File: src/infix_to_postfix_converter_unit_assert.svh
// assertion macros for the infix to postfix converter
// expects clk_i and rst_ni in the scope of every use
`ifndef INFIX_TO_POSTFIX_CONVERTER_UNIT_ASSERT_SVH
`define INFIX_TO_POSTFIX_CONVERTER_UNIT_ASSERT_SVH

// same-cycle implication
`define ITP_ASSERT_NOW(lbl, ante, cons, msg) \
  lbl: assert property (@(posedge clk_i) disable iff (!rst_ni) (ante) |-> (cons)) \
    else $error(msg);

// next-cycle implication
`define ITP_ASSERT_NEXT(lbl, ante, cons, msg) \
  lbl: assert property (@(posedge clk_i) disable iff (!rst_ni) (ante) |=> (cons)) \
    else $error(msg);

`endif

File: src/itp_pkg.sv
// shared types and codes of the infix to postfix converter
// no dependencies
`timescale 1ns / 1ps

package itp_pkg;

  localparam int unsigned KindW    = 3;
  localparam int unsigned PrecW    = 4;
  localparam int unsigned PayloadW = 16;
  localparam int unsigned ErrW     = 2;

  // token categories
  localparam logic [KindW-1:0] K_LBR = 3'd0;
  localparam logic [KindW-1:0] K_LIT = 3'd1;
  localparam logic [KindW-1:0] K_VAR = 3'd2;
  localparam logic [KindW-1:0] K_BIN = 3'd3;
  localparam logic [KindW-1:0] K_UNA = 3'd4;
  localparam logic [KindW-1:0] K_RBR = 3'd5;
  localparam logic [KindW-1:0] K_END = 3'd6;

  // error codes
  localparam logic [ErrW-1:0] ERR_NONE      = 2'd0;
  localparam logic [ErrW-1:0] ERR_UNMATCHED = 2'd1;
  localparam logic [ErrW-1:0] ERR_OVERFLOW  = 2'd2;

  typedef struct packed {
    logic [KindW-1:0]    kind;
    logic [PrecW-1:0]    prec;
    logic [PayloadW-1:0] payload;
  } entry_t;

  // shift command broadcast to every stack cell
  typedef struct packed {
    logic push;
    logic pop;
  } stack_ctrl_t;

endpackage

File: src/infix_to_postfix_converter_unit.sv
// top level of the infix to postfix converter (shunting-yard)
// depends on itp_pkg, itp_stack_cell and infix_to_postfix_converter_unit_assert.svh
`timescale 1ns / 1ps

// Tokens come in one word at a time and leave in postfix order, at most one result
// word per cycle while out_stall_i does not hold the output register. The operator
// stack is a row of STACK_DEPTH cells with its top in cell 0; a push or pop shifts
// the whole row by one place per cycle. in_stall_o is high while a token is held,
// so no new token is taken until the held one has made its pops, its push and its
// result words, and a hold on the output register also holds that work. Overflow,
// unmatched right brackets and the end-of-expression terminator come out as result
// words of their own; last_of_run marks the final result word of each token that
// yields any.

`include "infix_to_postfix_converter_unit_assert.svh"

module infix_to_postfix_converter_unit #(
  parameter int unsigned STACK_DEPTH = 16
) (
  input  logic        clk_i,
  input  logic        rst_ni,
  input  logic        in_valid_i,
  output logic        in_stall_o,
  input  logic [2:0]  kind_i,
  input  logic [3:0]  precedence_i,
  input  logic [15:0] token_payload_i,
  output logic        out_valid_o,
  input  logic        out_stall_i,
  output logic [2:0]  out_kind_o,
  output logic [3:0]  out_precedence_o,
  output logic [15:0] out_payload_o,
  output logic [1:0]  error_code_o,
  output logic        last_of_run_o
);

  localparam int unsigned CntW = $clog2(STACK_DEPTH + 1);
  localparam logic [CntW-1:0] CntFull = CntW'(STACK_DEPTH);
  localparam logic [CntW-1:0] CntOne  = CntW'(1);

  localparam logic ST_IDLE = 1'b0;
  localparam logic ST_BUSY = 1'b1;

  logic state_d, state_q;
  logic [CntW-1:0] count_d, count_q;
  itp_pkg::entry_t tok_d, tok_q;

  logic out_valid_d, out_valid_q;
  itp_pkg::entry_t out_e_d, out_e_q;
  logic [itp_pkg::ErrW-1:0] out_err_d, out_err_q;
  logic out_last_d, out_last_q;

  itp_pkg::entry_t stack_e [STACK_DEPTH];
  itp_pkg::stack_ctrl_t ctrl;

  logic in_acc, slot_free, step, done;
  logic emit, emit_last;
  logic [itp_pkg::ErrW-1:0] emit_err;
  itp_pkg::entry_t emit_e, top_e, nxt_e;
  logic empty, full, deep, top_ok, nxt_ok;

  // ---------------------------------------------------------------- stack row
  for (genvar i = 0; i < STACK_DEPTH; i++) begin : g_cell
    itp_pkg::entry_t above, below;
    if (i == 0) begin : g_top
      assign above = tok_q;
    end else begin : g_mid
      assign above = stack_e[i-1];
    end
    if (i == STACK_DEPTH - 1) begin : g_bot
      assign below = stack_e[i];
    end else begin : g_up
      assign below = stack_e[i+1];
    end
    itp_stack_cell u_cell (
      .clk_i   (clk_i),
      .ctrl_i  (ctrl),
      .above_i (above),
      .below_i (below),
      .entry_o (stack_e[i])
    );
  end

  // ----------------------------------------------------------------- control
  assign in_stall_o = (state_q == ST_BUSY);
  assign in_acc     = in_valid_i && !in_stall_o;
  assign slot_free  = !out_valid_q || !out_stall_i;
  assign step       = (state_q == ST_BUSY) && slot_free;

  assign top_e  = stack_e[0];
  assign nxt_e  = stack_e[1];
  assign empty  = (count_q == '0);
  assign full   = (count_q == CntFull);
  assign deep   = (count_q > CntOne);
  // would the top (or the entry under it) be popped by the held operator
  assign top_ok = !empty && (top_e.kind != itp_pkg::K_LBR) && (top_e.prec >= tok_q.prec);
  assign nxt_ok = deep && (nxt_e.kind != itp_pkg::K_LBR) && (nxt_e.prec >= tok_q.prec);

  always_comb begin
    emit      = 1'b0;
    emit_e    = tok_q;
    emit_err  = itp_pkg::ERR_NONE;
    emit_last = 1'b1;
    ctrl      = '0;
    done      = 1'b0;
    unique case (tok_q.kind)
      itp_pkg::K_LBR: begin
        done = 1'b1;
        if (full) begin
          emit     = 1'b1;
          emit_err = itp_pkg::ERR_OVERFLOW;
        end else begin
          ctrl.push = 1'b1;
        end
      end
      itp_pkg::K_LIT, itp_pkg::K_VAR: begin
        emit = 1'b1;
        done = 1'b1;
      end
      itp_pkg::K_BIN, itp_pkg::K_UNA: begin
        if (top_ok) begin
          emit      = 1'b1;
          emit_e    = top_e;
          ctrl.pop  = 1'b1;
          // last only if the push that follows emits nothing
          emit_last = !nxt_ok;
        end else begin
          done = 1'b1;
          if (full) begin
            emit     = 1'b1;
            emit_err = itp_pkg::ERR_OVERFLOW;
          end else begin
            ctrl.push = 1'b1;
          end
        end
      end
      itp_pkg::K_RBR: begin
        if (!empty && top_e.kind != itp_pkg::K_LBR) begin
          emit      = 1'b1;
          emit_e    = top_e;
          ctrl.pop  = 1'b1;
          // a matching bracket below ends the run silently, an empty stack errors
          emit_last = deep && (nxt_e.kind == itp_pkg::K_LBR);
        end else if (!empty) begin
          ctrl.pop = 1'b1;
          done     = 1'b1;
        end else begin
          emit     = 1'b1;
          emit_err = itp_pkg::ERR_UNMATCHED;
          done     = 1'b1;
        end
      end
      itp_pkg::K_END: begin
        emit = 1'b1;
        if (!empty) begin
          emit_e    = top_e;
          ctrl.pop  = 1'b1;
          emit_last = 1'b0;
        end else begin
          done = 1'b1;
        end
      end
      default: begin
        done = 1'b1;
      end
    endcase
    if (!step) begin
      emit = 1'b0;
      ctrl = '0;
      done = 1'b0;
    end
  end

  always_comb begin
    state_d = state_q;
    tok_d   = tok_q;
    count_d = count_q;
    if (in_acc) begin
      state_d      = ST_BUSY;
      tok_d        = '{kind: kind_i, prec: precedence_i, payload: token_payload_i};
    end else if (done) begin
      state_d = ST_IDLE;
    end
    if (ctrl.push) begin
      count_d = count_q + CntOne;
    end else if (ctrl.pop) begin
      count_d = count_q - CntOne;
    end
  end

  // ---------------------------------------------------------- output register
  always_comb begin
    out_valid_d = out_valid_q;
    out_e_d     = out_e_q;
    out_err_d   = out_err_q;
    out_last_d  = out_last_q;
    if (slot_free) begin
      out_valid_d = emit;
    end
    if (emit) begin
      out_e_d    = emit_e;
      out_err_d  = emit_err;
      out_last_d = emit_last;
    end
  end

  always_ff @(posedge clk_i or negedge rst_ni) begin
    if (!rst_ni) begin
      state_q     <= ST_IDLE;
      count_q     <= '0;
      out_valid_q <= 1'b0;
    end else begin
      state_q     <= state_d;
      count_q     <= count_d;
      out_valid_q <= out_valid_d;
    end
  end

  always_ff @(posedge clk_i) begin
    tok_q      <= tok_d;
    out_e_q    <= out_e_d;
    out_err_q  <= out_err_d;
    out_last_q <= out_last_d;
  end

  assign out_valid_o      = out_valid_q;
  assign out_kind_o       = out_e_q.kind;
  assign out_precedence_o = out_e_q.prec;
  assign out_payload_o    = out_e_q.payload;
  assign error_code_o     = out_err_q;
  assign last_of_run_o    = out_last_q;

  // --------------------------------------------------------------- assertions
  `ITP_ASSERT_NEXT(a_push_count, ctrl.push, count_q == $past(count_q) + CntOne, "push lost")
  `ITP_ASSERT_NOW(a_ovf_full, emit && emit_err == itp_pkg::ERR_OVERFLOW, full, "overflow early")
  `ITP_ASSERT_NEXT(a_acc_busy, in_acc, in_stall_o, "accepted word not held")
  `ITP_ASSERT_NEXT(a_done_idle, done, !in_stall_o, "no release after done")

endmodule

File: src/itp_stack_cell.sv
// one cell of the shifting operator stack
// depends on itp_pkg
`timescale 1ns / 1ps

module itp_stack_cell (
  input  logic                clk_i,
  input  itp_pkg::stack_ctrl_t ctrl_i,
  input  itp_pkg::entry_t     above_i,
  input  itp_pkg::entry_t     below_i,
  output itp_pkg::entry_t     entry_o
);

  itp_pkg::entry_t entry_d, entry_q;

  // push shifts toward the bottom, pop shifts toward the top
  always_comb begin
    entry_d = entry_q;
    if (ctrl_i.push) begin
      entry_d = above_i;
    end else if (ctrl_i.pop) begin
      entry_d = below_i;
    end
  end

  always_ff @(posedge clk_i) begin
    entry_q <= entry_d;
  end

  assign entry_o = entry_q;

endmodule

File: config.mk
export PLATFORM = sky130hd
export DESIGN_NAME = infix_to_postfix_converter_unit
export DESIGN_NICKNAME = d
export VERILOG_FILES = /design/src/itp_pkg.sv /design/src/infix_to_postfix_converter_unit.sv /design/src/itp_stack_cell.sv
export VERILOG_INCLUDE_DIRS = /design/src /design/src/src
export SDC_FILE = /design/constraint.sdc
export NUM_CORES = 1
export LEC_CHECK = 0
export BUFFER_PORTS_ARGS = -buffer_cell sky130_fd_sc_hd__buf_2
export CAP_MARGIN = 0
export CORE_MARGIN = 5
export CORE_UTILIZATION = 39
export CTS_BUF_LIST = sky130_fd_sc_hd__clkbuf_2 sky130_fd_sc_hd__clkbuf_4 sky130_fd_sc_hd__clkbuf_8
export DETAILED_ROUTE_END_ITERATION = 7
export GPL_ROUTABILITY_DRIVEN = 1
export SLEW_MARGIN = 15
export SYNTH_ARGS = -nofsm -noshare
export SYNTH_HDL_FRONTEND = slang
export SYNTH_HIERARCHICAL = 1
export SYNTH_SLANG_ARGS = --single-unit
File: constraint.sdc
create_clock -name clk_i -period 8.2 [get_ports clk_i]
set_clock_uncertainty 0.2 [all_clocks]
set_input_delay 2.46 -clock clk_i [delete_from_list [all_inputs] [get_ports clk_i]]
set_output_delay 2.46 -clock clk_i [all_outputs]
set_load 0.01 [all_outputs]
# [Yosys cells after proc, flatten, opt, wreduce, memory -nomap -nowiden]
# Index checks and enable logic that the tools add are counted.
[word_totals] ff_bits=424 latchBits=0 ram_bits=0 romBits=0 inputBits=27 output_inout_bits=28 wordCells=157 n_memories=0
[op_classes] add_sub_neg=2 multipliers=0 div=0 magnitude_cmp=3 eq_ne=7 n_shift=0 muxes=64 bitwise=0 reduce_logical=22
[op_table] cell="$mux 23" n=33
[op_table] cell="$pmux 23 s3" n=1
[op_table] cell="$mux 1" n=19
[op_table] cell="$mux 5" n=2
[op_table] cell="$eq 3x3->1 const B" n=3
[op_table] cell="$pmux 1 s3" n=3
[op_table] cell="$ge 4x4->1" n=2
[op_table] cell="$logic_and 1x1->1" n=7
[op_table] cell="$eq 3x2->1 const B" n=2
[op_table] cell="$logic_not 3->1" n=2
[op_table] cell="$mux 2" n=3
[op_table] cell="$pmux 2 s3" n=1
[op_table] cell="$reduce_bool 3->1" n=2
[op_table] cell="$add 5x1->5 const B" n=1
[op_table] cell="$eq 5x5->1 const B" n=1
[op_table] cell="$gt 5x1->1 const B" n=1
[op_table] cell="$logic_not 1->1" n=5
[op_table] cell="$logic_not 5->1" n=1
[op_table] cell="$sub 5x1->5 const B" n=1
[op_table] cell="$pmux 1 s4" n=1
[op_table] cell="$reduce_bool 2->1" n=2
[op_table] cell="$eq 3x1->1 const B" n=1
[op_table] cell="$reduce_or 3->1" n=1
[op_table] cell="$pmux 1 s2" n=1
[op_table] cell="other kinds (2)" n=2

# [Logic depth before layout (Yosys ltp)]
[logic_depth] depth_word=9 ltp_mapped=10 ltp_nobuf=9

# [Cells and area by module]
# Netlist, hierarchy kept.
[modules_own_cells] module="itp_stack_cell" instances=16 cells_per_inst=50 area_each_um2=1078.5 seq_area_each_um2=690.7
[modules_own_cells] module="infix_to_postfix_converter_unit" instances=1 cells_per_inst=223 area_each_um2=2807.7 seq_area_each_um2=1646.6

# [Least setup slack after synthesis]
# No wires, ideal clock.
[synth_path] path_type="input to register" startpoint="in out_stall_i" endpoint="reg out_err_q (netlist bit error_code_o[0]) (enable)" setup_ps=442 arrival_time_ps=4557 t_required_ps=7558 slack_ps=3002 stages=3 path_buffers=0 path_cell_list="nand2_1 nand2_1 nor3_1"
[synth_between] elab_chain_cells=4
[synth_rtl] element="start, declared" line="infix_to_postfix_converter_unit.sv:28" rtl="input logic out_stall_i,"
[synth_rtl] element="$logic_not 1->1" line="infix_to_postfix_converter_unit.sv:86" rtl="assign slot_free = !out_valid_q || !out_stall_i;"
[synth_rtl] element="$logic_or 1x1->1" line="infix_to_postfix_converter_unit.sv:86"
[synth_rtl] element="$logic_and 1x1->1" line="infix_to_postfix_converter_unit.sv:87" rtl="assign step = (state_q == ST_BUSY) && slot_free;"
[synth_rtl] element="$mux 1" line="infix_to_postfix_converter_unit.sv:166" rtl="if (!step) begin"
[synth_rtl] element="named net emit" line="infix_to_postfix_converter_unit.sv:56" rtl="logic emit, emit_last;"
[synth_rtl] element="end signal, assigned" line="infix_to_postfix_converter_unit.sv:221" rtl="out_err_q <= out_err_d;"
[synth_rtl] element="end, declared" line="infix_to_postfix_converter_unit.sv:49" rtl="logic [itp_pkg::ErrW-1:0] out_err_d, out_err_q;"
# The timed path passes the listed nets, and every way through them passes these cells.
# A chain may end at the register's enable or synchronous reset.

==> results.ini <==
[detailed_routing]
wl_met3_um=1390
routed_via_density=4.70
maxUsedRoutingLayer=met4
drt_wl_total_um=33500
wl_met1_um=17400
wl_met2_um=13800
initialDrtViolationCount=647
wl_per_cell_um=18.1
first_pass_iters=5
vias=8711
drc_errors=0
antenna_left=0

[clock_network]
clockRootBuffer=clkbuf_8
cts_buffer_depth=3
cts_max_level=3
cts-buffers-inserted=76
clock_sinks=424
ctsResizeCount=0
insertion_delay_ps=620
cts_tree=yes
clk_pin_slew_ps=60
cts-hold-fix-buffers=0
cts_setup_buffers=0

[pwr]
ir_drop_v=0.000167
p_per_area_nw_per_um2=390
p_clk_frac=0.215
p_seq_frac=0.484
p_leak_uw=0.00755
comb_power_share=0.302
p_sw_frac=0.304
switching_power_uw=2600
internal-power_uw=5950
finalPower_uw=8550

[setup_path]
worstPathArrival_ps=4850
crit_slowest_cell=or2_1
worst-path-max-fanout=33
end_kind=flop
worstPathCellList=buf_2, nand2_1, nand4_1, o22ai_4, buf_16, buf_12, or2_1
reg2reg_from=g_cell[0].above[16]$_DFFE_PP_
crit_type=in -> reg
cp-endpoint=g_cell[14].u_cell/entry_o[20]$_DFFE_PP_
r2r_setup_slack_ps=3750
critPathLaunch=out_stall_i
r2r_end=g_cell[14].u_cell/entry_o[20]$_DFFE_PP_
critical_path_depth=7
crit_required_ps=8210
reg2reg_depth=9
path_buf_inv=3
cp-start-kind=primary input
crit_family=simple AND/OR/NAND/NOR gates
cpPeakStageDelay_ps=910

[sta]
setup_viol_count_final=0
slew_violations=0
rsz0062_at_grt=no
tightest_slew_ps=1160
period_minus_slack_ps=4830
hold_viol=0
timing.setup.tns_ps=0
hold_slack_ps=365
period_share=0.589
max_clock_freq_mhz=207
relSlewSlack=0.225

[global_route]
grt_pass1_vias=9007
overflow=0
antenna_found_initial=1
grt_pass1_wl_um=52000
grt_max_degree=114
grt_usage=0.115

[min_path]
holdPathStages=1
hold_class=reg -> reg

[place]
dp_hpwl_um=22000
place_congestion=0.764
portBuffers=54

[cells_and_area]
multi_input_area_um2=6420
fillerInstances=4504
drive_gt1_frac=0.480
syn_to_final_growth_pct=9.23
layout.nets=1153
final-seq-area_um2=12700

[synthesis]
synth-async-reset-ratio=0.0165
syn_inst=1023
synth-edff-count=417
yosys.cell_types.count=52
seq_area_frac_synth=0.633
avgSynthCellArea_um2=19.6
synth_ff_type=edfxtp_1
yosysWarnings=6
syn-cell-area_um2=20100
syn-num-nets=1062
ys_seq_elements=424

[floorplanning]
dieHeight_um=237
ios=55
die_area_um2=56100
row_count=83
dieWidth_um=237
initial_utilization=0.393
coreArea_um2=51100

[status]
status=complete, no violations

[flow_run]
maxCapViolCount=0

## metrics by stage
stage | cell area (µm²) | cells | setup slack (ps) | util
final | 21900 | 1853 | 3370 | 0.429
after floorplan | 20100 | 1023 | 3000 | -
after detailed placement | 20500 | 1715 | 2400 | 0.401
after CTS | 21900 | 1851 | 3080 | 0.428
after global routing | 21900 | 1853 | 3260 | 0.429
after global placement | 20500 | 1715 | 2490 | 0.401
## synth_stat cells (all sizes together) (2+ instances only)
cell,count,area share
nor3,6,0.0017
mux2,369,0.26
and3,2,0.00062
ha,12,0.0075
dfrtp,7,0.0087
o31ai,2,0.0010
edfxtp,417,0.62
nor2,9,0.0017
inv,25,0.0047
nand3,3,0.00075
nand4,2,0.00062
xnor2,5,0.0022
a21o,2,0.00075
a21oi,7,0.0023
buf,52,0.043
or2,17,0.0053
mux2i,20,0.010
nor4b,2,0.0016
o21ai,5,0.0012
nand2b,3,0.0017
clkbuf,3,0.00056
nor2b,5,0.0016
nand2,29,0.0054
a211oi,2,0.0010
## logic make-up (layout without fill, tap and decap cells)
logic type | count (synthesis) | in the layout | synth area share
mux | 389 | 389 | 0.274
other cells | 0 | 1 | 0
buf+inv | 80 | 229 | 0.0478
xor+xnor | 6 | 6 | 0.00262
simple gates | 82 | 82 | 0.0224
compound gates | 30 | 30 | 0.0130
flops | 424 | 424 | 0.633
fa+ha+maj | 12 | 12 | 0.00748
## placed cells by master (no fill, tap or decap), types with 9 or more instances in the layout
master | synthesis | layout
buf_2 | 2 | 54
buf_4 | 0 | 9
clkbuf_4 | 0 | 21
clkbuf_8 | 0 | 78
clkinv_1 | 0 | 22
clkinv_2 | 0 | 10
edfxtp_1 | 417 | 417
ha_1 | 12 | 12
inv_1 | 25 | 25
mux2_2 | 64 | 64
mux2_4 | 304 | 304
mux2i_1 | 20 | 20
nand2_1 | 29 | 29
nor2_1 | 9 | 9
or2_1 | 17 | 17
## layout make-up
| type | instances | area share |
|---|---|---|
| Multi-Input combinational cell | 519 | 0.293 |
| Clock buffer | 99 | 0.0562 |
| Timing Repair Buffer | 68 | 0.0203 |
| Inverter | 25 | 0.00428 |
| Clock inverter | 37 | 0.00782 |
| Tap cell | 680 | 0.0388 |
| Sequential cell | 424 | 0.579 |
| Antenna cell | 1 | 0.000114 |
## worst min-delay path by stage
| stage | slack [ps] | end | startpoint |
|---|---|---|---|
| after floorplan | 330 | out_payload_o[3]$_DFFE_PP_ | g_cell[0].above[3]$_DFFE_PP_ |
| after global placement | 350 | g_cell[14].u_cell/entry_o[20]$_DFFE_PP_ | g_cell[15].u_cell/entry_o[20]$_DFFE_PP_ |
| after CTS | 360 | g_cell[0].u_cell/entry_o[6]$_DFFE_PP_ | g_cell[0].above[6]$_DFFE_PP_ |
| final | 370 | g_cell[0].u_cell/entry_o[6]$_DFFE_PP_ | g_cell[0].above[6]$_DFFE_PP_ |
| after detailed placement | 360 | g_cell[14].u_cell/entry_o[10]$_DFFE_PP_ | g_cell[15].u_cell/entry_o[10]$_DFFE_PP_ |
| after global routing | 390 | g_cell[11].u_cell/entry_o[6]$_DFFE_PP_ | g_cell[12].u_cell/entry_o[6]$_DFFE_PP_ |
## routing by layer
layer,track usage,vias up
li1,-,4145
met1,0.174,4336
met2,0.160,163
met3,0.0304,67
met4,0.0415,0
met5,0,-
## worst register-to-register path, cell delays in order, from the launching register on
cell,delay (ps)
edfxtp_1,460
ha_1,320
nand2b_4,150
a2111oi_4,410
nor2_1,140
a311o_1,390
o22ai_4,510
buf_16,250
buf_12,260
or2_1,930
## power by group through the flow
| stage | Clock, µW | Sequential (µW) | Combinational, µW |
|---|---|---|---|
| after floorplan | 0 | 3930 | 2380 |
| after global placement | 0 | 4160 | 2540 |
| after detailed placement | 0 | 4190 | 2610 |
| after CTS | 1910 | 4150 | 2610 |
| after global routing | 2010 | 4230 | 2770 |
| final | 1840 | 4130 | 2580 |
## sequential cells by signal, indices dropped and copies added, names as in the netlist
name	count
count_q	5
last_of_run_o	1
g_cell.u_cell/entry_o	368
error_code_o	2
out_precedence_o	4
out_payload_o	16
out_kind_o	3
g_cell.above	23
out_valid_o	1
in_stall_o	1
Note: power is estimated with default switching activity, not from simulation.
